**config.mk**
```make
export PLATFORM = sky130hd
export DESIGN_NAME = timed_event_slot_table
export DESIGN_NICKNAME = d
export VERILOG_FILES = /design/src/rtl/core/tes_pkg.sv /design/src/rtl/core/tes_seq.sv /design/src/rtl/core/timed_event_slot_table.sv
export SDC_FILE = /design/constraint.sdc
export NUM_CORES = 1
export LEC_CHECK = 0
export BUFFER_PORTS_ARGS = -buffer_cell sky130_fd_sc_hd__buf_2
export CAP_MARGIN = 20
export CORE_MARGIN = 2
export CORE_UTILIZATION = 59
export DETAILED_ROUTE_END_ITERATION = 10
export HOLD_SLACK_MARGIN = 0.15
export PLACE_DENSITY_LB_ADDON = 0.25
export SYNTH_ARGS = -nofsm -noshare
export SYNTH_HDL_FRONTEND = slang
export SYNTH_SLANG_ARGS = --single-unit
export TNS_END_PERCENT = 50
```
**constraint.sdc**
```tcl
create_clock -name clk -period 9.04 [get_ports clk]
set_input_delay 1.808 -clock clk [delete_from_list [all_inputs] [get_ports clk]]
set_output_delay 1.808 -clock clk [all_outputs]
set_load 0.05 [all_outputs]
```
**src/rtl/core/tes_pkg.sv**
```systemverilog
// Types, codes and microcode ROM shared by the timed event slot table.
package tes_pkg;

  localparam logic OP_ADD  = 1'b0;
  localparam logic OP_WAKE = 1'b1;

  localparam logic [1:0] KIND_ADD   = 2'd0;
  localparam logic [1:0] KIND_LIGHT = 2'd1;
  localparam logic [1:0] KIND_NONE  = 2'd2;

  typedef struct packed {
    logic        opcode;
    logic [7:0]  light_number;
    logic [31:0] minute_value;
    logic        switch_on;
  } in_item_t;

  typedef struct packed {
    logic [1:0] kind;
    logic       accepted;
    logic [7:0] command_light;
    logic       command_on;
    logic       last;
  } result_t;

  typedef struct packed {
    logic [7:0]  light;
    logic [31:0] minute;
    logic        turn_on;
  } slot_t;

  typedef enum logic [2:0] {
    STEP_IDLE      = 3'd0,
    STEP_DISPATCH  = 3'd1,
    STEP_WAKE_INIT = 3'd2,
    STEP_PRIME     = 3'd3,
    STEP_SCAN      = 3'd4,
    STEP_FINISH    = 3'd5,
    STEP_ADD       = 3'd6
  } step_t;

  typedef enum logic [2:0] {
    ACT_NONE,
    ACT_ADD,
    ACT_WAKE_INIT,
    ACT_PRIME,
    ACT_SCAN,
    ACT_FINISH
  } act_t;

  typedef enum logic [2:0] {
    COND_NEVER,
    COND_ALWAYS,
    COND_NO_START,
    COND_IS_ADD,
    COND_EMPTY,
    COND_SCAN_MORE
  } cond_t;

  // One control word: datapath action, jump condition and jump target.
  typedef struct packed {
    logic  idle;
    act_t  act;
    cond_t cond;
    step_t target;
  } ctrl_t;

  typedef struct packed {
    logic no_start;
    logic is_add;
    logic empty;
    logic scan_more;
  } flags_t;

  function automatic ctrl_t ucode(input step_t s);
    ctrl_t w;
    w = '{idle: 1'b0, act: ACT_NONE, cond: COND_ALWAYS, target: STEP_IDLE};
    unique case (s)
      STEP_IDLE:      w = '{idle: 1'b1, act: ACT_NONE, cond: COND_NO_START,
                            target: STEP_IDLE};
      STEP_DISPATCH:  w = '{idle: 1'b0, act: ACT_NONE, cond: COND_IS_ADD,
                            target: STEP_ADD};
      STEP_WAKE_INIT: w = '{idle: 1'b0, act: ACT_WAKE_INIT, cond: COND_EMPTY,
                            target: STEP_FINISH};
      STEP_PRIME:     w = '{idle: 1'b0, act: ACT_PRIME, cond: COND_NEVER,
                            target: STEP_IDLE};
      STEP_SCAN:      w = '{idle: 1'b0, act: ACT_SCAN, cond: COND_SCAN_MORE,
                            target: STEP_SCAN};
      STEP_FINISH:    w = '{idle: 1'b0, act: ACT_FINISH, cond: COND_ALWAYS,
                            target: STEP_IDLE};
      STEP_ADD:       w = '{idle: 1'b0, act: ACT_ADD, cond: COND_ALWAYS,
                            target: STEP_IDLE};
      default:        w = '{idle: 1'b0, act: ACT_NONE, cond: COND_ALWAYS,
                            target: STEP_IDLE};
    endcase
    return w;
  endfunction

endpackage

```
**src/rtl/core/tes_seq.sv**
```systemverilog
// Microcode sequencer: step counter, control ROM and conditional jumps.
module tes_seq import tes_pkg::*; (
  input  logic   clk,
  input  logic   rst,
  input  flags_t flags,
  output ctrl_t  ctrl
);

  step_t step;
  step_t step_next;
  logic  take;

  always_ff @(posedge clk) begin
    if (rst) begin
      step <= STEP_IDLE;
    end else begin
      step <= step_next;
    end
  end

  always_comb begin
    ctrl = ucode(step);
  end

  always_comb begin
    take = 1'b0;
    unique case (ctrl.cond)
      COND_NEVER:     take = 1'b0;
      COND_ALWAYS:    take = 1'b1;
      COND_NO_START:  take = flags.no_start;
      COND_IS_ADD:    take = flags.is_add;
      COND_EMPTY:     take = flags.empty;
      COND_SCAN_MORE: take = flags.scan_more;
      default:        take = 1'b1;
    endcase
    step_next = take ? ctrl.target : step_t'(3'(step) + 3'd1);
  end

endmodule

```
**src/rtl/core/timed_event_slot_table.sv**
```systemverilog
// Add: busy through the dispatch and add steps; its result strobe is registered from add.
// Wake with N > 0 slots filled: busy through dispatch, wake-init, prime, a scan step per
// filled slot and finish; commands stream one per cycle at most, the last one (or the
// no-match result) strobed from finish; an empty table jumps from wake-init to finish.
// The rate is set by the slot memory's single read port: one slot compared per cycle.
// Reset empties the table at once (fill count to zero); the receiver cannot stall.
module timed_event_slot_table import tes_pkg::*; #(
  parameter int SLOT_COUNT = 8
) (
  input  logic     clk,
  input  logic     rst,
  input  logic     start,
  input  in_item_t item,
  output logic     busy,
  output logic     strobe,
  output result_t  result
);

  localparam int IDX_W = (SLOT_COUNT > 1) ? $clog2(SLOT_COUNT) : 1;
  localparam int CNT_W = $clog2(SLOT_COUNT + 1);

  ctrl_t  ctrl;
  flags_t flags;

  in_item_t   item_q;
  logic [CNT_W-1:0] count;
  logic [IDX_W-1:0] rd_ptr;
  logic [IDX_W-1:0] cmp_idx;
  slot_t      rd_data;
  slot_t      slot_mem [SLOT_COUNT];
  logic       held_valid;
  slot_t      held;
  logic       full;
  logic       match;
  logic       emit;
  result_t    result_next;

  tes_seq u_seq (
    .clk   (clk),
    .rst   (rst),
    .flags (flags),
    .ctrl  (ctrl)
  );

  assign busy  = ~ctrl.idle;
  assign full  = (count == CNT_W'(SLOT_COUNT));
  assign match = (rd_data.minute == item_q.minute_value);

  always_comb begin
    flags.no_start  = ~start;
    flags.is_add    = (item_q.opcode == OP_ADD);
    flags.empty     = (count == '0);
    flags.scan_more = ((CNT_W'(cmp_idx) + CNT_W'(1)) != count);
  end

  // Slots fill from the bottom and never free, so the fill count is the free slot.
  always_ff @(posedge clk) begin
    if (ctrl.act == ACT_ADD && !full) begin
      slot_mem[count[IDX_W-1:0]] <= '{light: item_q.light_number,
                                      minute: item_q.minute_value,
                                      turn_on: item_q.switch_on};
    end
    rd_data <= slot_mem[rd_ptr];
  end

  always_ff @(posedge clk) begin
    if (start && !busy) begin
      item_q <= item;
    end
  end

  always_ff @(posedge clk) begin
    if (rst) begin
      count      <= '0;
      rd_ptr     <= '0;
      cmp_idx    <= '0;
      held_valid <= 1'b0;
    end else begin
      case (ctrl.act)
        ACT_ADD: begin
          if (!full) begin
            count <= count + CNT_W'(1);
          end
        end
        ACT_WAKE_INIT: begin
          rd_ptr     <= '0;
          cmp_idx    <= '0;
          held_valid <= 1'b0;
        end
        ACT_PRIME, ACT_SCAN: begin
          // advance the read pointer, hold it at the top slot
          if (rd_ptr != IDX_W'(SLOT_COUNT - 1)) begin
            rd_ptr <= rd_ptr + IDX_W'(1);
          end
          if (ctrl.act == ACT_SCAN) begin
            cmp_idx <= cmp_idx + IDX_W'(1);
            if (match) begin
              held_valid <= 1'b1;
            end
          end
        end
        default: begin
        end
      endcase
    end
  end

  always_ff @(posedge clk) begin
    if (ctrl.act == ACT_SCAN && match) begin
      held <= rd_data;
    end
  end

  // A command is sent only once the next match or the end of the scan is seen.
  always_comb begin
    emit        = 1'b0;
    result_next = '{kind: KIND_ADD, accepted: 1'b0, command_light: 8'd0,
                    command_on: 1'b0, last: 1'b1};
    case (ctrl.act)
      ACT_ADD: begin
        emit                 = 1'b1;
        result_next.accepted = ~full;
      end
      ACT_SCAN: begin
        emit                      = match && held_valid;
        result_next.kind          = KIND_LIGHT;
        result_next.command_light = held.light;
        result_next.command_on    = held.turn_on;
        result_next.last          = 1'b0;
      end
      ACT_FINISH: begin
        emit = 1'b1;
        if (held_valid) begin
          result_next.kind          = KIND_LIGHT;
          result_next.command_light = held.light;
          result_next.command_on    = held.turn_on;
        end else begin
          result_next.kind = KIND_NONE;
        end
      end
      default: begin
      end
    endcase
  end

  always_ff @(posedge clk) begin
    if (rst) begin
      strobe <= 1'b0;
    end else begin
      strobe <= emit;
    end
  end

  always_ff @(posedge clk) begin
    if (emit) begin
      result <= result_next;
    end
  end

  a_strobe_from_work: assert property (@(posedge clk) disable iff (rst)
    strobe |-> $past(busy))
    else $error("result strobe without work in progress");

  a_count_bound: assert property (@(posedge clk) disable iff (rst)
    count <= CNT_W'(SLOT_COUNT))
    else $error("fill count beyond table size");

  a_accept_busy: assert property (@(posedge clk) disable iff (rst)
    (start && !busy) |=> busy)
    else $error("accepted transaction did not raise busy");

  a_add_fills: assert property (@(posedge clk) disable iff (rst)
    (strobe && result.kind == KIND_ADD && result.accepted) |->
      (count == $past(count) + CNT_W'(1)))
    else $error("stored add did not advance fill count");

endmodule
```
Word-level counts from Yosys, hierarchy flattened
Memory sizes are Yosys's and may differ from the RTL's. A register that Yosys moved wholly into a read port is not among the register bits.
Index checks and enable logic that the tools add are counted.
Storage, ports and cells
  bits in registers: 79
  memory bits (writable): 328
  logic and storage cells: 82
  memories kept: 1
Operators by class
  $add $sub $neg: 5
  eq/ne operators: 22
  muxes and demuxes: 18
  bitwise logic cells: 4
  reductions and logical operators: 15
Memories
  slot_mem: words 8, width 41, read ports 1, clocked after Yosys merged registers in 1, wr ports 1, RTL line timed_event_slot_table.sv:30  | slot_t slot_mem [SLOT_COUNT];
Operators with widths (number)
  $pmux W10 S7: 1
  $eq A32 B32 Y1: 1
  $eq A3 B3 Y1 const B: 7
  $eq A3 B2 Y1 const B: 6
  $pmux W9 S2: 1
  $pmux W3 S2: 2
  $add A3 B1 Y3 const B: 3
  $mux W3: 3
  $mux W9: 1
  $eq A3 B1 Y1 const B: 2
  $logic_not A3 Y1: 2
  $ne A2 B2 Y1 const B: 3
  $reduce_and A2 Y1: 3
  $mux W1: 5
  $pmux W1 S5: 1
  $add A3 B1 Y4 const B: 1
  $add A4 B1 Y4 const B: 1
  $eq A4 B4 Y1 const B: 1
  $logic_and A1 B1 Y1: 4
  $logic_not A4 Y1: 1
  $ne A4 B4 Y1: 1
  $not A1 Y1: 4
  $pmux W1 S2: 2
  $pmux W2 S2: 1
  6 further kinds: 7

Longest topological paths before layout
Gate-level depths: netlist (run 1).
  depth in word-level cells: 6
  gate-level depth with buffers: 11

Hierarchy
From an unflattened synthesis (run 1), not the netlist that was laid out.
Unflattened totals
  cells, all modules: 796
  area total of the unflattened synthesis: 16625.9 sq um
Modules (own cells, without submodules)
  timed_event_slot_table: instances 1, cells each 751, area each 16285.6 sq um, sequential area each 12832.3 sq um
  tes_seq: instances 1, cells each 45, area each 340.3 sq um, sequential area each 60.1 sq um

Worst setup path before layout (run 1)
OpenSTA, ideal clock, no wires.
  path kind: register to register
  from: register u_seq.step[2]
  to: memory slot_mem[0][0] (netlist bit) (enable)
  data arrival time: 5.409 ns
  required time: 8.498 ns
  path slack: 3.089 ns
  cell stages (with the launch flop): 10
  path buffers: 2
  period minus slack after synthesis: 5.951 ns
  cell sequence: dfxtp_1 > buf_2 > inv_1 > ha_1 > buf_2 > nor2b_1 > a22oi_1 > nor2_1 > nand2_1 > nor4_1
On the way
  word-level cells in the longest chain between the ends: 6
  elaborated cells between the ends (all ways): 12
  classes of those cells: eq/ne (7); mux (3); reduce/logical (2)
Ends and longest elaborated chain
  start, declared: RTL line tes_seq.sv:9  | step_t step;
  start signal, assigned: RTL line tes_seq.sv:17  | step <= step_next;
  $eq A3 B3 Y1, or another cell as far along: RTL line tes_pkg.sv:78  | unique case (s)
  $pmux W10 S7 (*): RTL line tes_pkg.sv:78
  $eq A3 B1 Y1 (*): RTL line timed_event_slot_table.sv:58  | if (ctrl.act == ACT_ADD && !full) begin
  $logic_and A1 B1 Y1 (*): RTL line timed_event_slot_table.sv:58
  $mux W1 (*): RTL line timed_event_slot_table.sv:58
  $mux W1 (implied by the code) (*): RTL line timed_event_slot_table.sv:59  | slot_mem[count[IDX_W-1:0]] <= '{light: item_q.light_number,
  end, declared: RTL line timed_event_slot_table.sv:30
Every way passes the cells marked *; elsewhere a longest branch is shown, timed or not.

Worst setup path after layout (run 1)
  from: register u_seq.step[0]
  to: output port busy
On the way
  word-level cells in the longest chain between the ends: 3
  elaborated cells between the ends (all ways): 9
  classes of those cells: eq/ne (6); mux (1); bitwise (1); reduce/logical (1)
Ends and longest elaborated chain
  $eq A3 B3 Y1, or another cell as far along: RTL line tes_pkg.sv:78
  $pmux W10 S7 (*): RTL line tes_pkg.sv:78
  $not A1 Y1 (*): RTL line timed_event_slot_table.sv:45  | assign busy = ~ctrl.idle;
  end, declared: RTL line timed_event_slot_table.sv:14  | output logic busy,
Marks and branches as above.

==> results of run 1 <==
-- stage by stage --
stage | power (mW) | hold slack, ns | area [um^2]
after global routing | 5.18 | 0.416 | 19200
after CTS | 5.05 | 0.408 | 19200
after global placement | 2.99 | 0.386 | 17500
after floorplan | 2.88 | 0.386 | 16700
after detailed placement | 3.03 | 0.390 | 17500
final | 5.01 | 0.406 | 19200
-- final cells by class --
class	count	area (um^2)
Clock buffer	51	1210
Clock inverter	31	447
Fill cell	1662	8670
Inverter	12	45.0
Multi-Input combinational cell	295	3660
Sequential cell	448	12900
Tap cell	378	473
Timing Repair Buffer	74	448
-- cell usage in the layout (no fill, tap or decap), types with 5 or more instances in the layout --
cell and count:
ha_1 10, nor2_1 13, nor4_1 6, mux4_2 82, xor2_1 27, inv_1 10, edfxtp_1 392, nor2b_1 5
clkbuf_16 46, clkinv_1 5, nor3_2 5, clkinv_2 11, and2_1 10, buf_2 59, nand3_1 6, dfxtp_1 53
mux2_2 41, bufinv_16 11, buf_4 13, nand2_1 20, xnor2_1 13
-- worst min-delay path by stage --
stage / start / to / slack (ns) / cells past startpoint
3_5_place_dp: rd_data[37] / held[37] / 0.39 / 0
4_1_cts: rd_data[37] / held[37] / 0.41 / 0
3_3_place_gp: rd_data[37] / held[37] / 0.39 / 0
2_1_floorplan: rd_data[0] / held[0] / 0.39 / 0
6_report: rd_data[35] / held[35] / 0.41 / 0
5_1_grt: rd_data[37] / held[37] / 0.42 / 0
-- metal layers --
metal	part of all wire [%]	GRT usage, %	wire [um]	vias up
li1	-	-	-	3334
met1	42	30.3	12800	3980
met2	51	36.4	15500	264
met3	5.1	3.36	1550	56
met4	1.7	5.99	529	0
met5	0	0	0	-
-- synth_stat cells (all sizes together) (2+ instances only) --
library cell	count	share of area (%)
nor2	18	0.48
buf	16	0.60
xor2	27	1.4
nor2b	5	0.19
dfxtp	56	6.7
ha	10	0.75
a32oi	2	0.22
clkbuf	15	0.34
nand3	6	0.18
and2	10	0.37
nand4	3	0.15
or3	2	0.10
nand2	21	0.49
mux2i	4	0.24
nor4	10	0.59
and3	2	0.075
mux4	82	11
edfxtp	392	70
nor3	9	0.30
inv	12	0.27
a21oi	3	0.090
o21ai	6	0.20
mux2	45	3.1
xnor2	13	0.68
-- worst register-to-register path: stages, from the launching register on --
cell and delay [ns]:
dfxtp_1 0.46, ha_1 0.29, ha_1 0.36, nor2b_1 0.27
a22oi_1 0.19, nor2_1 0.17, nand2_1 0.20, nor4_2 0.58
buf_4 0.62
-- logic make-up (layout without fill, tap and decap cells) --
| kind of cell | count (synthesis) | count (layout) |
|---|---|---|
| buffers and inverters | 43 | 168 |
| AO/OA/AOI/OAI | 22 | 22 |
| AND/OR/NAND/NOR | 92 | 92 |
| XOR/XNOR | 40 | 40 |
| multiplexers | 131 | 131 |
| flip-flops | 448 | 448 |
| adder cells (fa/ha/maj) | 10 | 10 |
-- power groups by stage --
| stage | registers, mW | clock network, mW | logic, mW |
|---|---|---|---|
| CTS | 2.56 | 2.06 | 0.423 |
| global route | 2.58 | 2.14 | 0.456 |
| global placement | 2.59 | 0 | 0.405 |
| floorplan | 2.57 | 0 | 0.316 |
| detailed placement | 2.61 | 0 | 0.419 |
| finish | 2.56 | 2.02 | 0.425 |
-- state kept, by name, indices dropped and copies added (netlist names) --
| signal | flops |
|---|---|
| held | 9 |
| strobe | 1 |
| rd_ptr | 3 |
| cmp_idx | 3 |
| item_q | 42 |
| rd_data | 41 |
| u_seq.step | 3 |
| slot_mem | 328 |
| held_valid | 1 |
| result | 13 |
| count | 4 |
==> summary.md, run 1 <==
| Metric | Value |
|---|---|
| Crit-path max FO | 8 |
| Area of the die | 29,700 um^2 |
| Worst vdd ir | 0.148 mV |
| Final wirelength | 30,400 um |
| Clock transition at path regs | 0.06 ns |
| Post-cts repair resize count | 0 |
| Clk_lat worst skew | 0.54 ns |
| Clock power share | 40.4% |
| CTS tree | done |
| Global Route Usage Sum | 21.7% |
| Die X | 172 um |
| Mapped Nets | 841 |
| DRC Markers | 0 |
| Post-Synth XOR/XNOR Area | 2.10% |
| Int Power | 3.89 mW |
| Internal reg-to-reg setup slack | 5.52 ns |
| CTS Buf Count | 45 |
| DRT antenna net count | 0 |
| Dominant synthesized flop cell | edfxtp_1 |
| Final Net Count | 931 |
| Placer Congestion | 0.839 |
| I/O pin count | 60 |
| Worst-Margin Slew | 0.865 ns |
| Syn_area_per_cell | 21.3 um^2 |
| FF-to-FF End | slot_mem[0][13] |
| Worst Path Required | 7.23 ns |
| Crit Path Category | reg2out |
| Sw Pwr | 1.12 mW |
| Crit start category | flop |
| Dpl ws | 5.52 ns |
| Area grow syn2layout | 14.9% |
| CP top delay family | flip-flops |
| CTS Sinks | 448 |
| Unrepaired setup endpoints after global routing | false |
| CP arrival | 1.81 ns |
| N_diodes | 0 |
| Overflow after GRT | 0 |
| Register bit total from synthesis | 448 |
| Complex-gate fraction of the synthesized area | 1.14% |
| Final hold vios | 0 |
| Via count | 7,634 |
| Slowest-stage cell, CP | dfxtp_1 |
| Kind of end point of the critical path | output pin |
| WP buf/inv | 2 |
| CP max stage delay | 0.46 ns |
| CP Capture Point | busy |
| Sequential power share | 51.1% |
| WL per Instance | 23.6 um |
| Final Core Density | 68.9% |
| FFs w/ async S/R, synth | 0% |
| Initial antenna violation count | 0 |
| Combinational Power Share | 8.5% |
| Setup_tns | 0 ns |
| Critical R2R Launch | u_seq.step[0] |
| # Post-CTS Setup Buffers | 0 |
| Placed insts | 1,206 |
| DR pass1 iterations | 7 |
| Post-synth cell types | 58 |
| Power Density | 261 nW/um^2 |
| Synthesized instance count | 786 |
| Share of layout cells above drive strength 1 | 33.3% |
| Pleak | 6.28 nW |
| Worst min path class | reg2reg |
| Final worst path period share | 40.0% |
| Synthesized area | 16,700 um^2 |
| Crit path time final | 3.61 ns |
| Path length in cells of the critical path | 4 |
| Final setup violation count | 0 |
| Ordered list of cells on the worst path | inv_1, ha_1, nand2_1, buf_2 |
| Clock skew | 0.0231 ns |
| Mux contribution to synthesized area | 14.4% |
| DIE HEIGHT | 172 um |
| Post-synthesis sequential area ratio | 77.2% |
| Detailed Place HPWL | 16,200 um |
| Status | finished, final reports clean |
| Root buffer cell | clkbuf_16 |
| Simple-gate share of the synthesized area | 3.24% |
| Largest net degree at the start of global routing | 57 |
| Final worst slack | 5.43 ns |
| Largest family of logic cells by synthesized area | multiplexers |
| CP startpoint | u_seq.step[0] |
| Warnings from Yosys | 0 |
| Number of synthesized flops with an enable pin | 392 |
| FP Rows | 61 |
| Post-Layout Cell Count | 1,289 |
| Slew margin rel. | 41.9% |
| Drt via density | 5.92 |
| H-Tree Depth | 2 |
| First-pass GRT wire length | 47,100 um |
| CTS Buffer Depth | 3 |
| Core ar. | 27,900 um^2 |
| DRT iter0 DRCs | 704 |
| Max Cap Viol | 0 |
| Adder-cell share of the synthesized area | 0.749% |
| Count of input and output buffers | 59 |
| Fmax | 277 MHz |
| Starting Density | 60.0% |
| Vias in the first global route | 7,975 |
| Max-slew violations | 0 |
| Reg2reg path depth | 8 |
| Hold_buf cts | 0 |
| Sw Share | 22.4% |
(Power assumes the default switching activity.)
==> run 2: changes to the inputs <==
--- a/config.mk
+++ b/config.mk
@@ -5,10 +5,11 @@
 export SDC_FILE = /design/constraint.sdc
 export NUM_CORES = 1
 export LEC_CHECK = 0
+export ABC_AREA = 1
 export BUFFER_PORTS_ARGS = -buffer_cell sky130_fd_sc_hd__buf_2
 export CAP_MARGIN = 20
 export CORE_MARGIN = 2
-export CORE_UTILIZATION = 59
+export CORE_UTILIZATION = 55
 export DETAILED_ROUTE_END_ITERATION = 10
 export HOLD_SLACK_MARGIN = 0.15
 export PLACE_DENSITY_LB_ADDON = 0.25
==> constraint.sdc (replaced) <==
create_clock -name clk -period 2.9 [get_ports clk]
set_input_delay 0.58 -clock clk [delete_from_list [all_inputs] [get_ports clk]]
set_output_delay 0.58 -clock clk [all_outputs]
set_load 0.05 [all_outputs]
==> run 2 against run 1 <==
Against the previous run:
- utilization is 5.4 points lower
- clock power grew to 2.8 times the previous value
- critical path depth is 3 higher
- critical endpoint is now result[10]
- sequential power grew to 3.3 times the previous value
- total power grew to 3.7 times the previous value
- register-to-register slack worse by 5.1 ns
- non-clock buffer count is 5 higher
==> summary.md, run 2 <==
| Metric | Value |
|---|---|
| Status | finished, final reports clean |
| Post-cts repair resize count | 0 (unchanged) |
| N_diodes | 0 (unchanged) |
| # Post-CTS Setup Buffers | 0 (unchanged) |
| CP max stage delay | 0.51 ns (+0.05 ns) |
| Ordered list of cells on the worst path | xnor2_1, nand2_1, nor2_1, nand2_1, nor2_1, nand4_1, nand2_1 |
| Synth top area cells | edfxtp_1 69%, nor2_1 7.1%, dfxtp_1 6.6% |
| Hold_buf cts | 0 (unchanged) |
| Crit-path max FO | 13 (+5) |
| Final setup violation count | 0 (unchanged) |
| H-Tree Depth | 2 (unchanged) |
| Placed insts | 1,723 (+43%) |
| DR pass1 iterations | 5 (-2) |
| Clk_lat worst skew | 0.55 ns (about the same) |
| Worst Path Required | 3.08 ns (-4.15 ns) |
| Starting Density | 55.7% (-4.3 points) |
| First-pass GRT wire length | 51,800 um (+9.8%) |
| Dominant synthesized flop cell | edfxtp_1 |
| Crit path time final | 2.53 ns |
| Final worst path period share | 87.1% |
| Share of layout cells above drive strength 1 | 13.4% (-20 points) |
| CTS Buffer Depth | 3 (unchanged) |
| Mapped Nets | 1,367 (+63%) |
| Kind of end point of the critical path | flop |
| Register bit total from synthesis | 448 (unchanged) |
| Crit start category | flop |
| DRT iter0 DRCs | 819 (+16%) |
| Initial antenna violation count | 0 (unchanged) |
| Final worst slack | 0.375 ns (-5.05 ns) |
| Largest net degree at the start of global routing | 95 (+67%) |
| Worst-Margin Slew | 0.678 ns (-0.187 ns) |
| Setup_tns | 0 ns (unchanged) |
| Detailed Place HPWL | 17,100 um (+5.1%) |
| I/O pin count | 60 (unchanged) |
| DIE HEIGHT | 180 um (+4.4%) |
| CTS tree | done |
| Max Cap Viol | 0 (unchanged) |
| FP Rows | 64 (+4.9%) |
| Clock transition at path regs | 0.06 ns (about the same) |
| Post-Layout Cell Count | 1,803 (+40%) |
| Clock skew | 0.0265 ns (+0.00341 ns) |
| CTS Sinks | 448 (unchanged) |
| Share of the synthesized area in the top cell type | 69.3% (-1.2 points) |
| Pleak | 6.79 nW (+8.1%) |
| Synth cell count leaders | 392 x edfxtp_1, 322 x nor2_1, 170 x o21ai_0, 69 x nand2_1, 56 x dfxtp_1 |
| Syn_area_per_cell | 13.0 um^2 (-39%) |
| Number of synthesized flops with an enable pin | 392 (unchanged) |
| Overflow after GRT | 0 (unchanged) |
| WL per Instance | 18.2 um (-23%) |
| Final Core Density | 63.5% (-5.4 points) |
| Max reg flops | 328 (unchanged) |
| Core ar. | 30,500 um^2 (+9.5%) |
| Commonest non-fill, non-tap cells in the layout | 392 x edfxtp_1, 316 x nor2_1, 169 x o21ai_0, 69 x nand2_1, 59 x buf_2 |
| Post-synth cell types | 32 (-45%) |
| Worst vdd ir | 0.612 mV (+310%) |
| Final wirelength | 32,800 um (+7.7%) |
| CTS Buf Count | 44 (-2.2%) |
| Placer Congestion | 0.776 (-7.6%) |
| Global Route Usage Sum | 20.3% (-1.4 points) |
| Warnings from Yosys | 0 (unchanged) |
| Crit Path Category | reg2reg |
| WP buf/inv | 0 (-2) |
| Synth area leader | edfxtp_1 |
| Die X | 180 um (+4.4%) |
| Slew margin rel. | 54.7% (+13 points) |
| Final hold vios | 0 (unchanged) |
| Root buffer cell | clkbuf_16 |
| Via count | 9,955 (+30%) |
| Max-slew violations | 0 (unchanged) |
| Dpl ws | 0.353 ns (-5.17 ns) |
| Vias in the first global route | 9,588 (+20%) |
| CP arrival | 2.70 ns (+0.89 ns) |
| Count of input and output buffers | 59 (unchanged) |
| Unrepaired setup endpoints after global routing | false |
| Synthesized instance count | 1,312 (+67%) |
| DRC Markers | 0 (unchanged) |
| Top-count cell post-synth | edfxtp_1 |
| CP top delay family | simple AND/OR/NAND/NOR gates |
| Fmax | 396 MHz |
| Worst min path class | in2reg |
| Most common cell after layout, fill and taps aside | edfxtp_1 |
| Fillcell total | 2,245 (+35%) |
| Slowest-stage cell, CP | edfxtp_1 |
| Post-synthesis sequential area ratio | 75.9% (-1.3 points) |
| Area of the die | 32,300 um^2 (+8.9%) |
| Drt via density | 5.52 (-6.8%) |
| Area grow syn2layout | 14.1% |
| CP most frequent cell | nand2_1 |
| Final Net Count | 1,428 (+53%) |
| Synthesized area | 17,000 um^2 (+1.7%) |
| DRT antenna net count | 0 (unchanged) |
| Power Density | 955 nW/um^2 (+270%) |
| FFs w/ async S/R, synth | 0% (unchanged) |
-- run 2: changes by cell type after synthesis, moves of 27 or more --
| cell | previous run | this run |
|---|---|---|
| mux2_2 | 41 | 0 |
| inv_1 | 10 | 53 |
| nor2_1 | 15 | 322 |
| a31oi_1 | 0 | 41 |
| xor2_1 | 27 | 0 |
| o22ai_1 | 1 | 43 |
| o21ai_0 | 4 | 170 |
| nand2_1 | 20 | 69 |
| clkbuf_1 | 15 | 42 |
| mux4_2 | 82 | 0 |
-- run 2: metrics by stage --
| stage | instance area [um^2] | hold WS, ns | power (mW) |
|---|---|---|---|
| after floorplan | 17000 | 0.386 | 11.7 |
| after global placement | 17900 | 0.389 | 12.9 |
| after detailed placement | 17900 | 0.391 | 13.1 |
| after CTS | 19400 | 0.173 | 18.6 |
| after global routing | 19400 | 0.173 | 19.5 |
| final | 19400 | 0.196 | 18.5 |
-- run 2: cell type report --
type,count,area (um^2),area share [%]
multi-input combinational,741,3680,19.0
clock inverter,16,184,0.949
inverter,59,233,1.20
sequential,448,12900,66.6
clock buffer,64,1260,6.48
tap,396,495,2.56
timing repair buffer,79,633,3.27
-- run 2: power by group --
group | internal (mW) | switching, mW | total (mW)
clock | 3.28 | 2.28 | 5.56
sequential | 7.94 | 0.550 | 8.49
combinational | 1.51 | 2.94 | 4.45
-- run 2: cells by family (layout without fill, tap and decap cells) --
group | after synthesis | count (layout) | share of synthesized area, %
buffers and inverters | 123 | 218 | 2.93
AO/OA/AOI/OAI | 273 | 273 | 8.96
AND/OR/NAND/NOR | 436 | 436 | 10.4
XOR/XNOR | 22 | 22 | 1.13
adder cells (fa/ha/maj) | 10 | 10 | 0.736
flip-flops | 448 | 448 | 75.9
-- run 2: path summary, 6_finish.rpt --
kind,start,to,slack (ns),cells after the start
worst max register to register,item_q[17],result[10],0.37,7
worst min register to register,rd_data[0],held[0],0.40,0
worst max-delay path,item_q[17],result[10],0.37,7
worst min-delay path,item[18],item_q[18],0.20,1
-- run 2: worst reg2reg max path, cell delays in order (launching register included) --
cell and delay (ns):
edfxtp_1 0.51, xnor2_1 0.35, nand2_1 0.08, nor2_1 0.10
nand2_1 0.06, nor2_1 0.35, nand4_1 0.22, nand2_1 0.46
-- run 2: per-layer routing --
metal  track usage, %  vias up  part of all wire, %
met3             3.06       50                  5.5
met1             28.5     4843                   44
li1                 -     4786                    -
met2             33.1      276                   48
met4             6.44        0                  2.1
met5                0        -                    0
==> run 3: changes to the inputs <==
--- a/config.mk
+++ b/config.mk
@@ -10,9 +10,11 @@
 export CAP_MARGIN = 20
 export CORE_MARGIN = 2
 export CORE_UTILIZATION = 55
+export CTS_BUF_LIST = sky130_fd_sc_hd__clkbuf_4 sky130_fd_sc_hd__clkbuf_8 sky130_fd_sc_hd__clkbuf_16
 export DETAILED_ROUTE_END_ITERATION = 10
 export HOLD_SLACK_MARGIN = 0.15
 export PLACE_DENSITY_LB_ADDON = 0.25
+export SKIP_LAST_GASP = 1
 export SYNTH_ARGS = -nofsm -noshare
 export SYNTH_HDL_FRONTEND = slang
 export SYNTH_SLANG_ARGS = --single-unit
==> run 3 against run 2 <==
Against the previous run:
- utilization grew 0.15 points
- critical endpoint is now result[8]
- combinational power about the same
- critical path depth stayed put
- wire length hardly changed
- sequential cell count unchanged
- via count hardly changed
- highest routed layer unchanged
- non-clock buffer count is the same
- largest power group unchanged
==> summary.md, run 3 (synthesis gave the netlist of run 2 again) <==
| Metric | Value |
|---|---|
| Final worst path period share | 87.7% (+0.64 points) |
| H-Tree Depth | 2 (unchanged) |
| Clock transition at path regs | 0.06 ns (about the same) |
| Clk_lat worst skew | 0.55 ns (about the same) |
| Most common cell after layout, fill and taps aside | edfxtp_1 |
| N_diodes | 0 (unchanged) |
| CTS tree | done |
| Worst Path Required | 3.08 ns (about the same) |
| Placer Congestion | 0.776 (unchanged) |
| First-pass GRT wire length | 51,800 um (about the same) |
| Placed Instance Area | 17,900 um^2 (unchanged) |
| Count of input and output buffers | 59 (unchanged) |
| Crit path time final | 2.54 ns (+0.0186 ns) |
| Global Route Usage Sum | 20.3% (about the same) |
| CTS Buf Count | 44 (unchanged) |
| Hold_buf cts | 0 (unchanged) |
| Area of the die | 32,300 um^2 (unchanged) |
| Slew margin rel. | 55.4% (+0.73 points) |
| Post-cts repair resize count | 0 (unchanged) |
| I/O pin count | 60 (unchanged) |
| Multi-input logic area | 3680 um^2 (unchanged) |
| Kind of end point of the critical path | flop |
| DRT iter0 DRCs | 820 (+0.12%) |
| Starting Density | 55.7% (unchanged) |
| Worst Hold Launch | item[18] |
| Reg2reg path depth | 7 (unchanged) |
| Clock skew | 0.0257 ns (-0.000801 ns) |
| CTS Buffer Depth | 3 (unchanged) |
| WL per Instance | 18.2 um (about the same) |
| Status | finished, final reports clean |
| Power Density | 958 nW/um^2 (+0.32%) |
| DRT antenna net count | 0 (unchanged) |
| Via count | 9,952 (-0.030%) |
| Vias in the first global route | 9,593 (+0.052%) |
| Share of layout cells above drive strength 1 | 14.2% (+0.85 points) |
| Crit-path max FO | 13 (unchanged) |
| Area grow syn2layout | 14.3% |
| Fillcell total | 2,229 (-0.71%) |
| Final wirelength | 32,800 um (about the same) |
| Worst-Margin Slew | 0.667 ns (-0.0110 ns) |
| Final Core Density | 63.7% (+0.15 points) |
| Die X | 180 um (unchanged) |
| Largest net degree at the start of global routing | 95 (unchanged) |
| FP Rows | 64 (unchanged) |
| CTS Sinks | 448 (unchanged) |
| Unrepaired setup endpoints after global routing | false |
| Overflow after GRT | 0 (unchanged) |
| Final hold vios | 0 (unchanged) |
| Hold path cells | 1 (unchanged) |
| CP arrival | 2.72 ns (+0.02 ns) |
| Fmax | 393 MHz (-0.73%) |
| Worst min path class | in2reg |
| Final Cell Area | 19,400 um^2 (+0.23%) |
| Pleak | 6.83 nW (+0.60%) |
| Hold Path Sink | item_q[18] |
| Crit start category | flop |
| Final Net Count | 1,428 (unchanged) |
| DIE HEIGHT | 180 um (unchanged) |
| Max-slew violations | 0 (unchanged) |
| Core ar. | 30,500 um^2 (unchanged) |
| Detailed Place HPWL | 17,100 um (unchanged) |
| Final setup violation count | 0 (unchanged) |
| Internal reg-to-reg setup slack | 0.36 ns (-0.02 ns) |
| Post-Layout Cell Count | 1,803 (unchanged) |
| Setup_tns | 0 ns (unchanged) |
| Root buffer cell | clkbuf_16 |
| DRC Markers | 0 (unchanged) |
| Initial antenna violation count | 0 (unchanged) |
| DR pass1 iterations | 5 (unchanged) |
| Drt via density | 5.52 (about the same) |
| Critical R2R Launch | item_q[17] |
| Placed insts | 1,723 (unchanged) |
| # Post-CTS Setup Buffers | 0 (unchanged) |
| Max reg flops | 328 (unchanged) |
| Commonest non-fill, non-tap cells in the layout | 392 x edfxtp_1, 316 x nor2_1, 169 x o21ai_0, 69 x nand2_1, 59 x buf_2 |
| Worst vdd ir | 0.612 mV (about the same) |
| Register area | 12,900 um^2 (unchanged) |
| Crit Path Category | reg2reg |
| Max Cap Viol | 0 (unchanged) |
| FF-to-FF End | result[8] |
==> run 3: final cells by class <==
class	instances	share of cell area, %
Clock buffer	64	6.70
Clock inverter	16	0.947
Inverter	59	1.20
Multi-Input combinational cell	741	18.9
Sequential cell	448	66.4
Tap cell	396	2.55
Timing Repair Buffer	79	3.26
==> run 3: how the worst max path moves through the flow <==
stage	from	cells past startpoint	endpoint
floorplan	u_seq.step[0]	9	slot_mem[1][0]
global placement	u_seq.step[0]	10	slot_mem[5][10]
detailed placement	item_q[17]	7	result[8]
CTS	item_q[17]	7	result[10]
global route	item_q[21]	7	result[10]
finish	item_q[17]	7	result[8]
==> run 3: power by group <==
| part | total, mW | switching [mW] | internal (mW) | leakage [nW] |
|---|---|---|---|---|
| Clock | 5.67 | 2.28 | 3.40 | 0.750 |
| Sequential | 8.49 | 0.550 | 7.94 | 4.03 |
| Combinational | 4.44 | 2.93 | 1.51 | 2.05 |
==> run 3: worst max-delay path, cell delays in order (launching register included) <==
cell,delay [ns]
edfxtp_1,0.51
xnor2_1,0.36
nand2_1,0.08
nor2_1,0.11
nand2_1,0.06
nor2_1,0.35
nand4_1,0.22
nand2_1,0.46
==> run 3: layer usage <==
layer | share of wire, % | GRT usage [%] | up-vias
li1 | - | - | 4785
met1 | 44 | 28.5 | 4838
met2 | 48 | 33.4 | 271
met3 | 5.3 | 2.96 | 58
met4 | 2.2 | 6.21 | 0
met5 | 0 | 0 | -
==> run 3: metrics by stage <==
stage / total power [mW] / hold WS (ns) / setup slack [ns]
6_report: 18.6 / 0.198 / 0.356
5_1_grt: 19.6 / 0.173 / 0.180
4_1_cts: 18.8 / 0.173 / 0.338
3_5_place_dp: 13.1 / 0.391 / 0.353
3_3_place_gp: 12.9 / 0.389 / 0.481
2_1_floorplan: 11.7 / 0.386 / -0.00642
